--- src/sv/fnv_hash_table_linear_probe_core_defines.svh ---
// assertion macros shared by the core
`ifndef FNV_HASH_TABLE_LINEAR_PROBE_CORE_DEFINES_SVH
`define FNV_HASH_TABLE_LINEAR_PROBE_CORE_DEFINES_SVH

// same-cycle implication, checked out of reset
`define FNVHT_ASSERT_IMPL(lbl, ante, cons, msg) \
  lbl: assert property (@(posedge clk_i) disable iff (!rst_ni) (ante) |-> (cons)) \
    else $error(msg);

// next-cycle implication, checked out of reset
`define FNVHT_ASSERT_NEXT(lbl, ante, cons, msg) \
  lbl: assert property (@(posedge clk_i) disable iff (!rst_ni) (ante) |=> (cons)) \
    else $error(msg);

`endif

--- src/sv/fnvht_pkg.sv ---
package fnvht_pkg;

  localparam logic [31:0] FNV_BASIS = 32'd2166136261;
  localparam logic [31:0] FNV_PRIME = 32'd16777619;
  localparam logic [7:0]  KEY_STOP  = 8'h3D;

  // job queue geometry
  localparam int unsigned QDEPTH = 2;
  localparam int unsigned QPTR_W = 1;
  localparam int unsigned QCNT_W = 2;

  typedef enum logic [1:0] {
    CMD_INSERT = 2'd0,
    CMD_LOOKUP = 2'd1,
    CMD_CLEAR  = 2'd2
  } cmd_e;

  typedef enum logic [2:0] {
    ST_INSERTED  = 3'd0,
    ST_FOUND     = 3'd1,
    ST_NOT_FOUND = 3'd2,
    ST_FULL      = 3'd3,
    ST_CLEARED   = 3'd4
  } status_e;

  typedef enum logic [2:0] {
    BK_INIT,
    BK_IDLE,
    BK_MOD,
    BK_READ,
    BK_CHECK,
    BK_CLEAR,
    BK_RESP
  } bk_state_e;

  typedef struct packed {
    logic [1:0]  command;
    logic [7:0]  key_byte;
    logic        key_last;
    logic [15:0] value_handle;
  } in_item_t;

  typedef struct packed {
    status_e     status;
    logic [15:0] found_handle;
    logic [9:0]  slot_index;
  } out_item_t;

  // one finished key handed from front to back
  typedef struct packed {
    cmd_e        command;
    logic [31:0] hash;
    logic [15:0] handle;
  } job_t;

  typedef struct packed {
    logic init_busy;
    logic res_valid;
  } bk_stat_t;

endpackage

--- src/sv/fnvht_queue.sv ---
module fnvht_queue import fnvht_pkg::*; (
  input  logic clk_i,
  input  logic rst_ni,
  input  logic push_i,
  input  job_t job_i,
  input  logic pop_i,
  output job_t job_o,
  output logic empty_o,
  output logic full_o
);

  job_t              q_mem [QDEPTH];
  logic [QPTR_W-1:0] wr_ptr_q, rd_ptr_q;
  logic [QCNT_W-1:0] cnt_q;
  logic              do_push, do_pop;

  assign empty_o = (cnt_q == '0);
  assign full_o  = (cnt_q == QCNT_W'(QDEPTH));
  assign do_push = push_i && !full_o;
  assign do_pop  = pop_i && !empty_o;
  assign job_o   = q_mem[rd_ptr_q];

  always_ff @(posedge clk_i) begin
    if (do_push) begin
      q_mem[wr_ptr_q] <= job_i;
    end
  end

  always_ff @(posedge clk_i or negedge rst_ni) begin
    if (!rst_ni) begin
      wr_ptr_q <= '0;
      rd_ptr_q <= '0;
      cnt_q    <= '0;
    end else begin
      if (do_push) begin
        wr_ptr_q <= (wr_ptr_q == QPTR_W'(QDEPTH - 1)) ? '0 : wr_ptr_q + 1'b1;
      end
      if (do_pop) begin
        rd_ptr_q <= (rd_ptr_q == QPTR_W'(QDEPTH - 1)) ? '0 : rd_ptr_q + 1'b1;
      end
      if (do_push && !do_pop) begin
        cnt_q <= cnt_q + 1'b1;
      end else if (do_pop && !do_push) begin
        cnt_q <= cnt_q - 1'b1;
      end
    end
  end

endmodule

--- config.mk ---
export PLATFORM = sky130hd
export DESIGN_NAME = fnvht_queue
export DESIGN_NICKNAME = d
export VERILOG_FILES = /design/src/sv/fnv_hash_table_linear_probe_core_defines.svh /design/src/sv/fnvht_pkg.sv /design/src/sv/fnvht_queue.sv
export SDC_FILE = /design/constraint.sdc
export NUM_CORES = 1
export LEC_CHECK = 0
export BUFFER_PORTS_ARGS = -buffer_cell sky130_fd_sc_hd__buf_2
export CORE_MARGIN = 1
export CORE_UTILIZATION = 56
export DETAILED_ROUTE_END_ITERATION = 7
export GPL_TIMING_DRIVEN = 0
export HOLD_SLACK_MARGIN = 0.06
export PLACE_DENSITY = 0.95
export SYNTH_ARGS = -nofsm -noshare
export SYNTH_HDL_FRONTEND = slang
export SYNTH_SLANG_ARGS = --single-unit
export TNS_END_PERCENT = 50
--- constraint.sdc ---
create_clock -name clk_i -period 5.7 [get_ports clk_i]
set_clock_uncertainty 0.1 [all_clocks]
set_input_delay 0.285 -clock clk_i [delete_from_list [all_inputs] [get_ports clk_i]]
set_output_delay 0.285 -clock clk_i [all_outputs]
set_load 0.01 [all_outputs]
==> metrics.md <==
| Metric | Value |
|---|---|
| WP buf/inv | 1 |
| Core ar. | 0.00691 sq mm |
| Clock-pin slew on the worst setup and hold paths | 0.08 ns |
| Syn nets | 230 |
| First-pass GRT wire length | 10,600 microns |
| Total track usage | 19.5% |
| Layout area overhead | 34.4% |
| Via count | 2,128 |
| Total negative slack | 0 ns |
| Seq/Total Area, Yosys | 76.5% |
| Crit-path max cell delay | 0.52 ns |
| Pwr/cell area | 459 mW/mm^2 |
| # port buffers | 105 |
| CP arrival | 1.93 ns |
| Final worst slack | 3.71 ns |
| Syn_area_per_cell | 23.2 sq um |
| Row count | 30 |
| Startpoint types | register |
| Cells along the critical path | nand2b_1 > nand2_1 > nor2_4 > buf_12 |
| Tcrit/Tclk final | 35.0% |
| CP max stage cell | nor2_4 |
| Routed WL per cell | 16.0 microns |
| Ant. Diodes | 0 |
| Initial antenna violation count | 0 |
| Antenna viol nets, final | 0 |
| WL final | 7120 microns |
| Clock buffer depth | 2 |
| CTS sink count | 104 |
| CTS H-tree lvls | 3 |
| Top delay family on crit path | simple AND/OR/NAND/NOR gates |
| Netlist Area Pre-Place | 0.00406 sq mm |
| Detail Placement HPWL | 4260 microns |
| Hold WS | 0.164 ns |
| Worst EP required | 5.64 ns |
| Max VDD drop | 341 uV |
| Top cell type's share of synthesized area | 74.0% |
| Post-Synthesis Cells | 175 |
| Die X | 87.1 microns |
| Leakage | 2.22 nW |
| Hold Path Class | primary input to asynchronous set/reset pin |
| CTS tree | done |
| Fillers | 398 |
| RSZ-0062 raised after global routing | no |
| Die Area | 0.00759 sq mm |
| Starting Density | 58.8% |
| Non-Filler Instances | 445 |
| Placed Cells incl. Taps | 378 |
| Fin. Hold Viols | 0 |
| DR vias/cell | 4.78 |
| I/O pin cnt | 106 |
| # DRC | 0 |
| Starting DRT DRC Count | 66 |
| Outcome | completed |
| CTS Hold Bufs | 51 |
| Largest net degree at the start of global routing | 32 |
| Post-synthesis cell type count | 15 |
| Root Driver | clkbuf_8 |
| GP Congestion | 0.672 |
| Path type of the worst setup path | register to register |
| # Post-CTS Setup Buffers | 0 |
| Total CTS buffers | 9 |
| Largest cells by area after synthesis | edfxtp_1, mux2_4, buf_12 |
| Setup violations, final | 0 |
| Fin nets | 399 |
| Least-Margin Pin Slew | 0.630 ns |
| Final min period | 1.99 ns |
| CP Capture Type | register |
| First-pass DRT Iterations | 4 |
| Seq cells post-synth | 104 |
| Maximum clock rate | 501 MHz |
| Cell accounting for the most synthesized area | edfxtp_1 |
| Total congestion overflow | 0 |
| Slew margin rel. | 57.9% |
| Fin. max-slew vios | 0 |
| Max-cap violations | 0 |
| Fraction of layout cells with a size suffix above 1 | 51.0% |
| Chip Height | 87.1 microns |
| Worst-path fanout max | 31 |
| Pre-CTS setup slack | 3.72 ns |
| CTS resizes | 0 |
| Yosys warnings | 0 |
| Vias in the first global route | 2,235 |
| Clock latency on the worst-skew pair | 0.34 ns |
flip-flops by register name (all words and copies together) (netlist names):
name / count
wr_ptr_q: 1
rd_ptr_q: 1
q_mem: 100
cnt_q: 2
per-layer routing:
| metal | track usage, % | routed length [microns] |
|---|---|---|
| met5 | 0 | 0 |
| met4 | 7.90 | 91 |
| met2 | 36.9 | 3950 |
| met1 | 20.9 | 2750 |
| met3 | 4.27 | 328 |
worst paths after layout:
path                           from      endpoint  slack [ns]  cells past startpoint
max in group asynchronous    rst_ni      wr_ptr_q        5.22                      2
hold / removal               rst_ni      cnt_q[1]        0.16                      2
setup / recovery           cnt_q[0]  q_mem[0][27]        3.71                      4
setup reg to reg           cnt_q[0]  q_mem[0][27]        3.71                      4
hold reg to reg            cnt_q[0]      cnt_q[0]        0.49                      1
min in group clk_i            pop_i      rd_ptr_q        0.18                      3
worst register-to-register path, cell delays in order, from the launching register on:
cell and delay (ns):
dfrtp_1 0.45, nand2b_1 0.18, nand2_1 0.15, nor2_4 0.52, buf_12 0.29
through the flow:
step | cell area, sq um | power, mW | util, %
6_report | 5450 | 2.50 | 78.9
5_1_grt | 5450 | 2.61 | 78.9
4_1_cts | 5450 | 2.51 | 78.9
3_5_place_dp | 4750 | 2.06 | 68.8
3_3_place_gp | 4700 | 2.02 | 68.1
2_1_floorplan | 4060 | 1.77 | -
cell families (layout without fill, tap and decap cells):
logic type / Yosys count / in the layout / synth area share (%)
AOI/OAI and AO/OA: 1 / 1 / 0.123
DFF: 104 / 104 / 76.5
buffers and inverters: 8 / 182 / 2.93
xor gates and xnor gates: 5 / 5 / 1.08
and+or+nand+nor: 6 / 6 / 0.678
adders and majority gates: 1 / 1 / 0.308
muxes: 50 / 50 / 18.4
Yosys cell counts:
master    count
edfxtp_1    100
mux2_4       49
buf_12        5
dfrtp_1       4
nor2_1        3
xnor2_1       3
inv_1         2
xor2_1        2
and3_1        1
buf_6         1
ha_1          1
mux2_2        1
nand2_1       1
nand2b_1      1
o21ai_1       1
power by group:
part / switching [mW] / total, mW / leakage, nW / internal, mW
logic: 0.447 / 0.973 / 1.16 / 0.525
clock network: 0.227 / 0.429 / 0.0872 / 0.203
registers: 0.0571 / 1.10 / 0.976 / 1.05
total: 0.731 / 2.50 / 2.22 / 1.77
layout make-up:
cell class / count / area, sq um / area share (%)
Timing Repair Buffer: 158 / 1080 / 19.7
Clock buffer: 11 / 131 / 2.41
Multi-Input combinational cell: 63 / 845 / 15.5
Clock inverter: 5 / 57.6 / 1.06
Sequential cell: 104 / 3100 / 56.9
Tap cell: 96 / 120 / 2.20
Inverter: 2 / 7.51 / 0.138
Buffer: 6 / 111 / 2.04
placed cells by master, fill, tap and decap left out, drive strengths merged, types with 2 or more instances in the layout:
master       instances
mux2                50
nor2                 3
xor2                 2
clkinvlp             2
clkbuf              11
edfxtp             100
buf                113
inv                  2
clkinv               2
dfrtp                4
dlygate4sd3         51
xnor2                3
Note: power is estimated with default switching activity, not from simulation.
