--- config.mk ---
export PLATFORM = sky130hd
export DESIGN_NAME = fnvht_front
export DESIGN_NICKNAME = d
export VERILOG_FILES = /design/src/sv/fnv_hash_table_linear_probe_core_defines.svh /design/src/sv/fnvht_pkg.sv /design/src/sv/fnvht_front.sv
export SDC_FILE = /design/constraint.sdc
export NUM_CORES = 1
export LEC_CHECK = 0
export ABC_AREA = 1
export BUFFER_PORTS_ARGS = -buffer_cell sky130_fd_sc_hd__buf_4
export CAP_MARGIN = 20
export CORE_MARGIN = 2
export CORE_UTILIZATION = 50
export CTS_CLUSTER_DIAMETER = 60
export CTS_CLUSTER_SIZE = 24
export DETAILED_ROUTE_END_ITERATION = 8
export GPL_TIMING_DRIVEN = 1
export PLACE_DENSITY = 0.69
export SLEW_MARGIN = 20
export SYNTH_ARGS = -nofsm -noshare
export SYNTH_HDL_FRONTEND = slang
export SYNTH_SLANG_ARGS = --single-unit
--- constraint.sdc ---
create_clock -name clk_i -period 6.2 [get_ports clk_i]
set_input_delay 0.62 -clock clk_i [delete_from_list [all_inputs] [get_ports clk_i]]
set_output_delay 0.62 -clock clk_i [all_outputs]
set_load 0.1 [all_outputs]
--- src/sv/fnv_hash_table_linear_probe_core_defines.svh ---
// assertion macros shared by the core
`ifndef FNV_HASH_TABLE_LINEAR_PROBE_CORE_DEFINES_SVH
`define FNV_HASH_TABLE_LINEAR_PROBE_CORE_DEFINES_SVH

// same-cycle implication, checked out of reset
`define FNVHT_ASSERT_IMPL(lbl, ante, cons, msg) \
  lbl: assert property (@(posedge clk_i) disable iff (!rst_ni) (ante) |-> (cons)) \
    else $error(msg);

// next-cycle implication, checked out of reset
`define FNVHT_ASSERT_NEXT(lbl, ante, cons, msg) \
  lbl: assert property (@(posedge clk_i) disable iff (!rst_ni) (ante) |=> (cons)) \
    else $error(msg);

`endif

--- src/sv/fnvht_pkg.sv ---
package fnvht_pkg;

  localparam logic [31:0] FNV_BASIS = 32'd2166136261;
  localparam logic [31:0] FNV_PRIME = 32'd16777619;
  localparam logic [7:0]  KEY_STOP  = 8'h3D;

  // job queue geometry
  localparam int unsigned QDEPTH = 2;
  localparam int unsigned QPTR_W = 1;
  localparam int unsigned QCNT_W = 2;

  typedef enum logic [1:0] {
    CMD_INSERT = 2'd0,
    CMD_LOOKUP = 2'd1,
    CMD_CLEAR  = 2'd2
  } cmd_e;

  typedef enum logic [2:0] {
    ST_INSERTED  = 3'd0,
    ST_FOUND     = 3'd1,
    ST_NOT_FOUND = 3'd2,
    ST_FULL      = 3'd3,
    ST_CLEARED   = 3'd4
  } status_e;

  typedef enum logic [2:0] {
    BK_INIT,
    BK_IDLE,
    BK_MOD,
    BK_READ,
    BK_CHECK,
    BK_CLEAR,
    BK_RESP
  } bk_state_e;

  typedef struct packed {
    logic [1:0]  command;
    logic [7:0]  key_byte;
    logic        key_last;
    logic [15:0] value_handle;
  } in_item_t;

  typedef struct packed {
    status_e     status;
    logic [15:0] found_handle;
    logic [9:0]  slot_index;
  } out_item_t;

  // one finished key handed from front to back
  typedef struct packed {
    cmd_e        command;
    logic [31:0] hash;
    logic [15:0] handle;
  } job_t;

  typedef struct packed {
    logic init_busy;
    logic res_valid;
  } bk_stat_t;

endpackage

--- src/sv/fnvht_front.sv ---
module fnvht_front import fnvht_pkg::*; #(
  parameter int unsigned HANDLE_BITS = 16
) (
  input  logic     clk_i,
  input  logic     rst_ni,
  input  logic     accept_i,
  input  in_item_t item_i,
  output logic     push_o,
  output job_t     job_o
);

  localparam int unsigned HB = (HANDLE_BITS < 16) ? HANDLE_BITS : 16;
  localparam logic [15:0] HMASK = 16'((33'd1 << HB) - 33'd1);

  logic [31:0] hash_q, hash_d, hash_upd;
  logic        stop_q, stop_d, stop_hit;
  logic        cmd_ok;

  always_comb begin
    stop_hit = !stop_q && (item_i.key_byte == KEY_STOP);
    hash_upd = hash_q;
    if (!stop_q && !stop_hit) begin
      hash_upd = (hash_q ^ {24'd0, item_i.key_byte}) * FNV_PRIME;
    end
    hash_d = hash_q;
    stop_d = stop_q;
    if (accept_i) begin
      if (item_i.key_last) begin
        hash_d = FNV_BASIS;
        stop_d = 1'b0;
      end else begin
        hash_d = hash_upd;
        stop_d = stop_q | stop_hit;
      end
    end
  end

  // the unused command code ends the key without a job
  assign cmd_ok = (item_i.command == CMD_INSERT) || (item_i.command == CMD_LOOKUP) ||
                  (item_i.command == CMD_CLEAR);

  assign push_o        = accept_i && item_i.key_last && cmd_ok;
  assign job_o.command = cmd_e'(item_i.command);
  assign job_o.hash    = hash_upd;
  assign job_o.handle  = item_i.value_handle & HMASK;

  always_ff @(posedge clk_i or negedge rst_ni) begin
    if (!rst_ni) begin
      hash_q <= FNV_BASIS;
      stop_q <= 1'b0;
    end else begin
      hash_q <= hash_d;
      stop_q <= stop_d;
    end
  end

endmodule

==> results of run 1 <==
[through the flow]
stage | util (%) | std cells | worst slack, ps | cell area [µm²]
after global routing | 59.91 | 1342 | -16.77 | 9483
after global placement | 55.57 | 1327 | -178.9 | 8796
final | 59.91 | 1342 | 194.5 | 9483
after detailed placement | 55.57 | 1327 | -201.7 | 8796
after floorplan | - | 1053 | -9.471 | 8073
after CTS | 56.94 | 1335 | 3.352 | 9012
[cells in the mapped netlist (3+ instances only)]
library cell  instances
clkbuf_1              3
nand3b_1              5
nand3_1              48
buf_4                18
inv_1               250
xor2_1               13
nor2_1               47
nand4_1              13
o21a_1                3
buf_6                 3
o21ai_1              11
xnor2_1               8
dfrtp_1              19
nand2_2               3
nor3_1                5
a21oi_1              30
buf_2                 7
nand2_1             228
dfstp_2              14
fa_1                 74
o21ai_0              20
a22o_1                5
a21boi_1              4
o22ai_1              10
o21bai_1              4
ha_1                184
[layout make-up]
| class | count | share of cell area [%] |
|---|---|---|
| sequential | 33 | 8.919 |
| tap | 216 | 2.850 |
| timing repair buffer | 96 | 9.091 |
| inverter | 252 | 9.975 |
| clock buffer | 8 | 1.544 |
| multi-input combinational | 737 | 67.62 |
[critical path: stages, from the launching register on]
cell,delay (ps)
dfstp_2,670
ha_1,280
ha_1,300
fa_1,440
ha_1,220
fa_1,440
ha_1,280
inv_1,40
fa_1,470
inv_1,40
ha_1,370
a21o_1,210
a21boi_1,370
nand2_1,110
a21oi_1,190
nand2_1,70
nand2_1,50
nand2_1,120
a21boi_2,220
buf_12,200
[flip-flops by register name, indices dropped and copies added (netlist names)]
signal,cells
hash_q,32
stop_q,1
[logic make-up (layout without fill, tap and decap cells)]
kind of cell | Yosys count | count (layout) | share of synthesized area, %
adder cells (fa/ha/maj) | 258 | 258 | 46.91
buffers and inverters | 283 | 356 | 14.40
XOR/XNOR | 21 | 21 | 2.281
flip-flops | 33 | 33 | 10.46
AO/OA/AOI/OAI | 95 | 95 | 6.903
AND/OR/NAND/NOR | 363 | 363 | 19.05
[how the worst max path moves through the flow]
stage                     startpoint         to
after CTS                 item_i[21]  job_o[39]
after global routing       hash_q[2]  job_o[45]
final                     hash_q[11]  job_o[46]
after global placement    item_i[20]  job_o[33]
after detailed placement  item_i[20]  job_o[33]
after floorplan           item_i[23]  job_o[44]
[repair_timing]
item	in CTS	in global routing
setup buffers	0	7
setup endpoints to repair	17	19
endpoints found under the hold margin	0	0
resized for setup	16	99
pin swaps	0	24
[layer usage]
layer | share of wire [%] | vias to the layer above | track usage, %
met1 | 42 | 3184 | 33.05
met4 | 5.7 | 2 | 11.95
met2 | 48 | 156 | 47.09
li1 | - | 3433 | -
met5 | 0.058 | - | 0
met3 | 4.3 | 65 | 4.764
==> impl_metrics.ini, run 1 <==
[run_status]
status = completed

[floorplan]
die_area_um2 = 17160
die_w_um = 131.0
die_y_um = 131.0
initial_core_util_pct = 50.96
coreArea_um2 = 15830
rows = 46
io_pins = 81

[yosys]
synth_fp_nets = 1341
synthTopCellsByArea = ha_1 (29%), fa_1 (18%), inv_1 (12%)
synth_top_area_cell = ha_1
synth-async-reset-ratio_pct = 100.0
synth_area_um2 = 8065
ys_types = 42
synth_edf_count = 0
synthCells = 1053
synth_top_area_share_pct = 28.54
syn_area_per_cell_um2 = 7.659
ys_warn_count = 0
ys_seq_area_share_pct = 10.46
synth-seq-cells = 33
synth_ff_type = dfrtp_1

[clocking]
hold_buffers = 0
clk_path_buf_depth = 2
clock-sinks = 33
htree_levels = 2
clk_latency_ps = 290
clkTransAtPathRegs_ps = 50
ctsRootBufferMaster = clkbuf_16
cts_buffers = 5
cts_tree = yes

[sta]
final.min_clock_period_ps = 6006
timing.final.crit_share_pct = 96.86
relSlewSlack_pct = 48.87
finalSetupViolations = 0
fmax_ghz = 0.1665
final.setup.tns_ps = 0
hold_violations = 0
slew_violations = 0
skew_ps = 4.452
tightest_slew_ps = 765.9
fin_hold_ws_ps = 279.7

[final_layout]
drive_gt1_share_pct = 17.94
regArea_um2 = 845.8
multi_input_area_um2 = 6412
nets = 1413
areaGrowthSynthToFinish_pct = 17.58
layout_commonest_cell = inv_1
fillers = 1472
num_antenna_cells = 0
final_cell_mix = inv_1 (247), nand2_1 (216), ha_1 (167)

[place]
portBuffers = 48
place.gp.congestion = 0.9876
dp.final_hpwl_mm = 18.82

[grt]
grt_max_degree = 39
grt_pass1_vias = 6908
grt_pass1_wl_mm = 35.14
antenna_found_initial = 1
grt_overflow_total = 0
track_usage_pct = 27.15

[drt]
first_pass_iters = 4
routed_via_density = 5.097
ant_nets = 0
drt-wirelength-per-cell_um = 16.65
wl_mm = 22.35
drc = 0
drtIter0Drc = 385
dr_total_vias = 6840

[min_path]
hp-class = input pin to async pin

[worst_setup_path]
reg2reg_slack_ps = 1000
startpoint_type = flip-flop
critPathCaptureType = output pin
setup.worst_path.class = flip-flop to output pin
critPathRequiredTime_ps = 5580
crit_fanout = 7
reg2reg_depth = 25
r2r-start = hash_q[7]
crit-reg2reg-capture = hash_q[16]
arrival_ps = 5390

[flow_run]
max-cap-violations = 0
Power of run 1 is not shown: default switching activity piles up to over one toggle a cycle in this logic, so the estimate is an artifact.
==> run 2, diff against run 1 <==
--- a/config.mk
+++ b/config.mk
@@ -8,13 +8,15 @@
 export ABC_AREA = 1
 export BUFFER_PORTS_ARGS = -buffer_cell sky130_fd_sc_hd__buf_4
 export CAP_MARGIN = 20
-export CORE_MARGIN = 2
-export CORE_UTILIZATION = 50
+export CELL_PAD_IN_SITES_DETAIL_PLACEMENT = 0
+export CELL_PAD_IN_SITES_GLOBAL_PLACEMENT = 1
+export CORE_MARGIN = 8
+export CORE_UTILIZATION = 46
 export CTS_CLUSTER_DIAMETER = 60
 export CTS_CLUSTER_SIZE = 24
 export DETAILED_ROUTE_END_ITERATION = 8
 export GPL_TIMING_DRIVEN = 1
-export PLACE_DENSITY = 0.69
+export PLACE_DENSITY_LB_ADDON = 0.1
 export SLEW_MARGIN = 20
 export SYNTH_ARGS = -nofsm -noshare
 export SYNTH_HDL_FRONTEND = slang
==> impl_metrics.ini, run 2 (synthesis gave the netlist of run 1 again) <==
[floorplan]
die_area_um2 = 22030
coreArea_um2 = 17240
die_y_um = 148.4
initial_core_util_pct = 46.79
io_pins = 81
rows = 48
die_w_um = 148.4

[drt]
drc = 0
wl_mm = 23.92
drtIter0Drc = 377
drt-wirelength-per-cell_um = 17.38
dr_total_vias = 6982
first_pass_iters = 5
ant_nets = 0
routed_via_density = 5.074

[clocking]
clkTransAtPathRegs_ps = 50
cts_tree = yes
clock-sinks = 33
ctsRootBufferMaster = clkbuf_16
htree_levels = 2
clk_latency_ps = 280
hold_buffers = 0
cts_buffers = 5
clk_path_buf_depth = 2

[final_layout]
drive_gt1_share_pct = 19.29
layout_commonest_cell = inv_1
fillers = 1646
finalNonFillerCells = 1376
nets = 1439
largest-register = hash_q
biggestRegsByFlops = hash_q (32), stop_q (1)
areaGrowthSynthToFinish_pct = 20.01
num_antenna_cells = 0
final_area_um2 = 9679
final_cell_mix = inv_1 (248), nand2_1 (215), ha_1 (171)
largest_reg_flops = 32

[worst_setup_path]
critPathCaptureType = output pin
setup.worst_path.class = flip-flop to output pin
cp_top_family = adder cells
cp_cell_sequence = xor2_4 > ha_1 > ha_1 > fa_1 > ha_1 > fa_1 > ha_1 > inv_1 > fa_1 > inv_1 > ha_4 > buf_4 > nand4_1 > buf_4 > nor2_4 > buf_4 > nand3b_1 > nand3_1 > nand2_2 > a21boi_2 > buf_12
crit_fanout = 4
arrival_ps = 5440
cp_num_buf_inv = 6
slowest_stage = dfstp_2
critPathRequiredTime_ps = 5580
cpMostUsedCell = ha_1
startpoint_type = flip-flop
max_stage_delay_ps = 580

[place]
place_area_um2 = 8965
dpl.cell_count = 1357
place_ws_ps = -209.1
place.gp.congestion = 0.9446
portBuffers = 48
dp.final_hpwl_mm = 20.41

[sta]
hold_violations = 0
finalSetupViolations = 0
rsz0062_at_grt = true
slew_violations = 0
final.min_clock_period_ps = 6059
skew_ps = 3.035
timing.final.crit_share_pct = 97.73
relSlewSlack_pct = 47.75
fin_hold_ws_ps = 277.2
fmax_ghz = 0.1650
tightest_slew_ps = 782.6
setup_slack_ps = 141.0

[flow_run]
max-cap-violations = 0

[grt]
track_usage_pct = 22.04
grt_pass1_vias = 7044
grt_pass1_wl_mm = 37.40
antenna_found_initial = 0
grt_max_degree = 39
grt_overflow_total = 0

[min_path]
hp-class = input pin to async pin

[run_status]
status = completed
## run 2: repair_timing
action / CTS / global route
setup buffers: 2 / 10
setup endpoints to repair: 18 / 20
resized for setup: 23 / 90
pin swaps: 1 / 21
## run 2: worst paths after layout
| kind | startpoint | endpoint | slack (ps) | cells past startpoint |
|---|---|---|---|---|
| max | hash_q[6] | job_o[44] | 140 | 21 |
| min | rst_ni | hash_q[29] | 280 | 1 |
| max reg2reg | hash_q[6] | hash_q[20] | 940 | 22 |
| min reg2reg | stop_q | stop_q | 550 | 2 |
| max in group asynchronous | rst_ni | hash_q[7] | 5570 | 1 |
| min in group clk_i | stop_q | stop_q | 550 | 2 |
## run 2: metal layers
| metal | GRT usage (%) | vias to the layer above | routed length, µm |
|---|---|---|---|
| met5 | 0 | - | 0 |
| met4 | 10.81 | 0 | 1087 |
| met3 | 2.613 | 49 | 918 |
| met2 | 38.33 | 154 | 11800 |
| met1 | 26.49 | 3302 | 10110 |
| li1 | - | 3477 | - |
## run 2: worst reg2reg max path, stage by stage (launching register included)
cell and delay [ps]:
dfstp_2 580, xor2_4 230, ha_1 280, ha_1 320, fa_1 480, ha_1 210
fa_1 480, ha_1 290, inv_1 50, fa_1 530, inv_1 60, ha_4 270
buf_4 110, nand4_1 130, buf_4 180, nor2_4 140, nand4_1 160, nand4_1 130
nand3_1 160, buf_4 210, o211ai_1 80, nand2_1 70, inv_1 50
## run 2: area by class of cell
cell class                 instances  area, µm²  area share [%]
multi-input combinational        737       6410           66.22
timing repair buffer             122       1056           10.91
inverter                         252      945.9           9.772
sequential                        33      843.3           8.713
tap                              225      281.5           2.908
clock buffer                       7      142.6           1.474
## run 2: per-stage QoR
stage                     TNS (ps)  util (%)
final                            0     56.16
after global routing        -317.0     56.16
after CTS                        0     53.52
after detailed placement     -1724     52.01
after global placement       -1678     52.01
after floorplan             -9.471         -
Power of run 2 is left out for the same reason.
==> run 3, diff against run 2 <==
--- a/config.mk
+++ b/config.mk
@@ -5,13 +5,12 @@
 export SDC_FILE = /design/constraint.sdc
 export NUM_CORES = 1
 export LEC_CHECK = 0
-export ABC_AREA = 1
 export BUFFER_PORTS_ARGS = -buffer_cell sky130_fd_sc_hd__buf_4
 export CAP_MARGIN = 20
 export CELL_PAD_IN_SITES_DETAIL_PLACEMENT = 0
 export CELL_PAD_IN_SITES_GLOBAL_PLACEMENT = 1
 export CORE_MARGIN = 8
-export CORE_UTILIZATION = 46
+export CORE_UTILIZATION = 48
 export CTS_CLUSTER_DIAMETER = 60
 export CTS_CLUSTER_SIZE = 24
 export DETAILED_ROUTE_END_ITERATION = 8
==> impl_metrics.ini, run 3 <==
[yosys]
ys_warn_count = 0
synthCells = 789
ys_seq_area_share_pct = 11.31
synth_ff_type = dfrtp_1
synth-seq-cells = 33
synth_top_area_cell = ha_1
synthTopCellsByArea = ha_1 (31%), fa_1 (20%), inv_1 (8.2%)
synth_edf_count = 0
yosysMostFrequentCell = ha_1
synth-async-reset-ratio_pct = 100.0
synth_fp_nets = 1077
ys_top_cells_by_count = ha_1 (184), inv_1 (162), fa_1 (74)
synth_area_um2 = 7458
synth_top_area_share_pct = 30.87
syn_area_per_cell_um2 = 9.453
ys_types = 58

[drt]
route.met3.wl_mm = 1.196
ant_nets = 0
wl_mm = 21.25
drc = 0
first_pass_iters = 5
drtIter0Drc = 222
dr_total_vias = 5865
drt-wirelength-per-cell_um = 19.46
highest_layer = met4
wl_met2_mm = 10.44
wl_met1_mm = 9.444
routed_via_density = 5.371

[worst_setup_path]
cp_top_family = adder cells
setup.worst_path.class = flip-flop to output pin
max_stage_delay_ps = 580
cp_num_buf_inv = 4
slowest_stage = dfstp_2
arrival_ps = 5670
critPathCaptureType = output pin
crit_fanout = 4
critPathRequiredTime_ps = 5580
startpoint_type = flip-flop
cp_cell_sequence = xor2_4 > buf_12 > ha_4 > ha_4 > fa_1 > ha_2 > fa_1 > ha_1 > inv_1 > fa_1 > inv_2 > ha_4 > and3_4 > nand4_1 > a211o_1 > a21oi_4 > a31oi_4 > a31oi_4 > a31oi_4 > xor2_4 > o21ai_4 > buf_12
reg2reg_slack_ps = 710

[place]
portBuffers = 48
place.gp.congestion = 0.8757
place_ws_ps = -500.8
dp.final_hpwl_mm = 17.21

[floorplan]
die_y_um = 140.7
die_area_um2 = 19780
io_pins = 81
rows = 45
die_w_um = 140.7
coreArea_um2 = 15200
initial_core_util_pct = 49.06

[grt]
grt_pass1_wl_mm = 34.11
grt_overflow_total = 0
track_usage_pct = 21.99
grt_pass1_vias = 6399
grt_max_degree = 57
antenna_found_initial = 0

[final_layout]
final_cell_mix = ha_1 (158), inv_1 (153), buf_4 (121)
nets = 1191
layout_commonest_cell = ha_1
num_antenna_cells = 0
drive_gt1_share_pct = 30.31
largest-register = hash_q
areaGrowthSynthToFinish_pct = 28.40
biggestRegsByFlops = hash_q (32), stop_q (1)
largest_reg_flops = 32

[sta]
fmax_ghz = 0.1589
timing.final.crit_share_pct = 101.5
finalSetupViolations = 3
final.setup.tns_ps = -234.8
final.min_clock_period_ps = 6294
rsz0062_at_grt = true
skew_ps = 9.216
tightest_slew_ps = 936.9
hold_violations = 0
slew_violations = 0
setup_slack_ps = -93.80
relSlewSlack_pct = 37.47

[clocking]
clk_latency_ps = 290
cts_tree = yes
clk_path_buf_depth = 2
clock-sinks = 33
ctsRootBufferMaster = clkbuf_16
cts_buffers = 5
clkTransAtPathRegs_ps = 60
hold_buffers = 0
htree_levels = 2

[run_status]
status = finished, violations left
violations = setup timing

[min_path]
hp-class = input pin to async pin

[flow_run]
max-cap-violations = 0
run 3: cell type report:
| type | count | area [µm²] |
|---|---|---|
| clock buffers | 7 | 142.6 |
| flip-flops and latches | 33 | 848.3 |
| clock inverters | 1 | 30.03 |
| fillers | 1272 | 5625 |
| well taps | 188 | 235.2 |
| inverters | 162 | 610.6 |
| multi-input cells | 560 | 6476 |
| repair buffers | 141 | 1234 |
run 3: per-layer routing:
layer	up-vias	GRT usage [%]
met5	-	0
met4	0	3.394
met3	19	3.444
met2	116	38.08
met1	2902	28.82
li1	2828	-
run 3: final timing paths:
kind | start | cells past startpoint | to
min in group clk_i | hash_q[31] | 2 | hash_q[31]
max | hash_q[6] | 22 | job_o[45]
min | rst_ni | 1 | hash_q[13]
max reg2reg | hash_q[6] | 23 | hash_q[31]
min reg2reg | hash_q[31] | 2 | hash_q[31]
max in group asynchronous | rst_ni | 1 | hash_q[17]
run 3: what timing repair did:
action,in CTS,in global routing
gates resized for setup,66,47
buffers inserted,9,3
pin swaps,42,46
setup endpoints to repair,16,17
run 3: logic make-up after synthesis:
| family | count (synthesis) | synth area share (%) |
|---|---|---|
| AO/OA/AOI/OAI | 139 | 13.39 |
| XOR/XNOR | 54 | 6.341 |
| adder cells (fa/ha/maj) | 258 | 50.73 |
| buffers and inverters | 196 | 11.26 |
| flip-flops | 33 | 11.31 |
| multiplexers | 2 | 0.2684 |
| AND/OR/NAND/NOR | 107 | 6.710 |
run 3: per-stage QoR:
stage / hold slack, ps / area, µm² / utilization, % / instances
2_1_floorplan: 324.4 / 7734 / - / 789
3_3_place_gp: 530.8 / 8722 / 57.37 / 1073
3_5_place_dp: 530.0 / 8725 / 57.39 / 1073
4_1_cts: 320.4 / 9338 / 61.42 / 1090
5_1_grt: 337.5 / 9577 / 63.00 / 1092
6_report: 306.0 / 9577 / 63.00 / 1092
Power of run 3 is left out for the same reason.
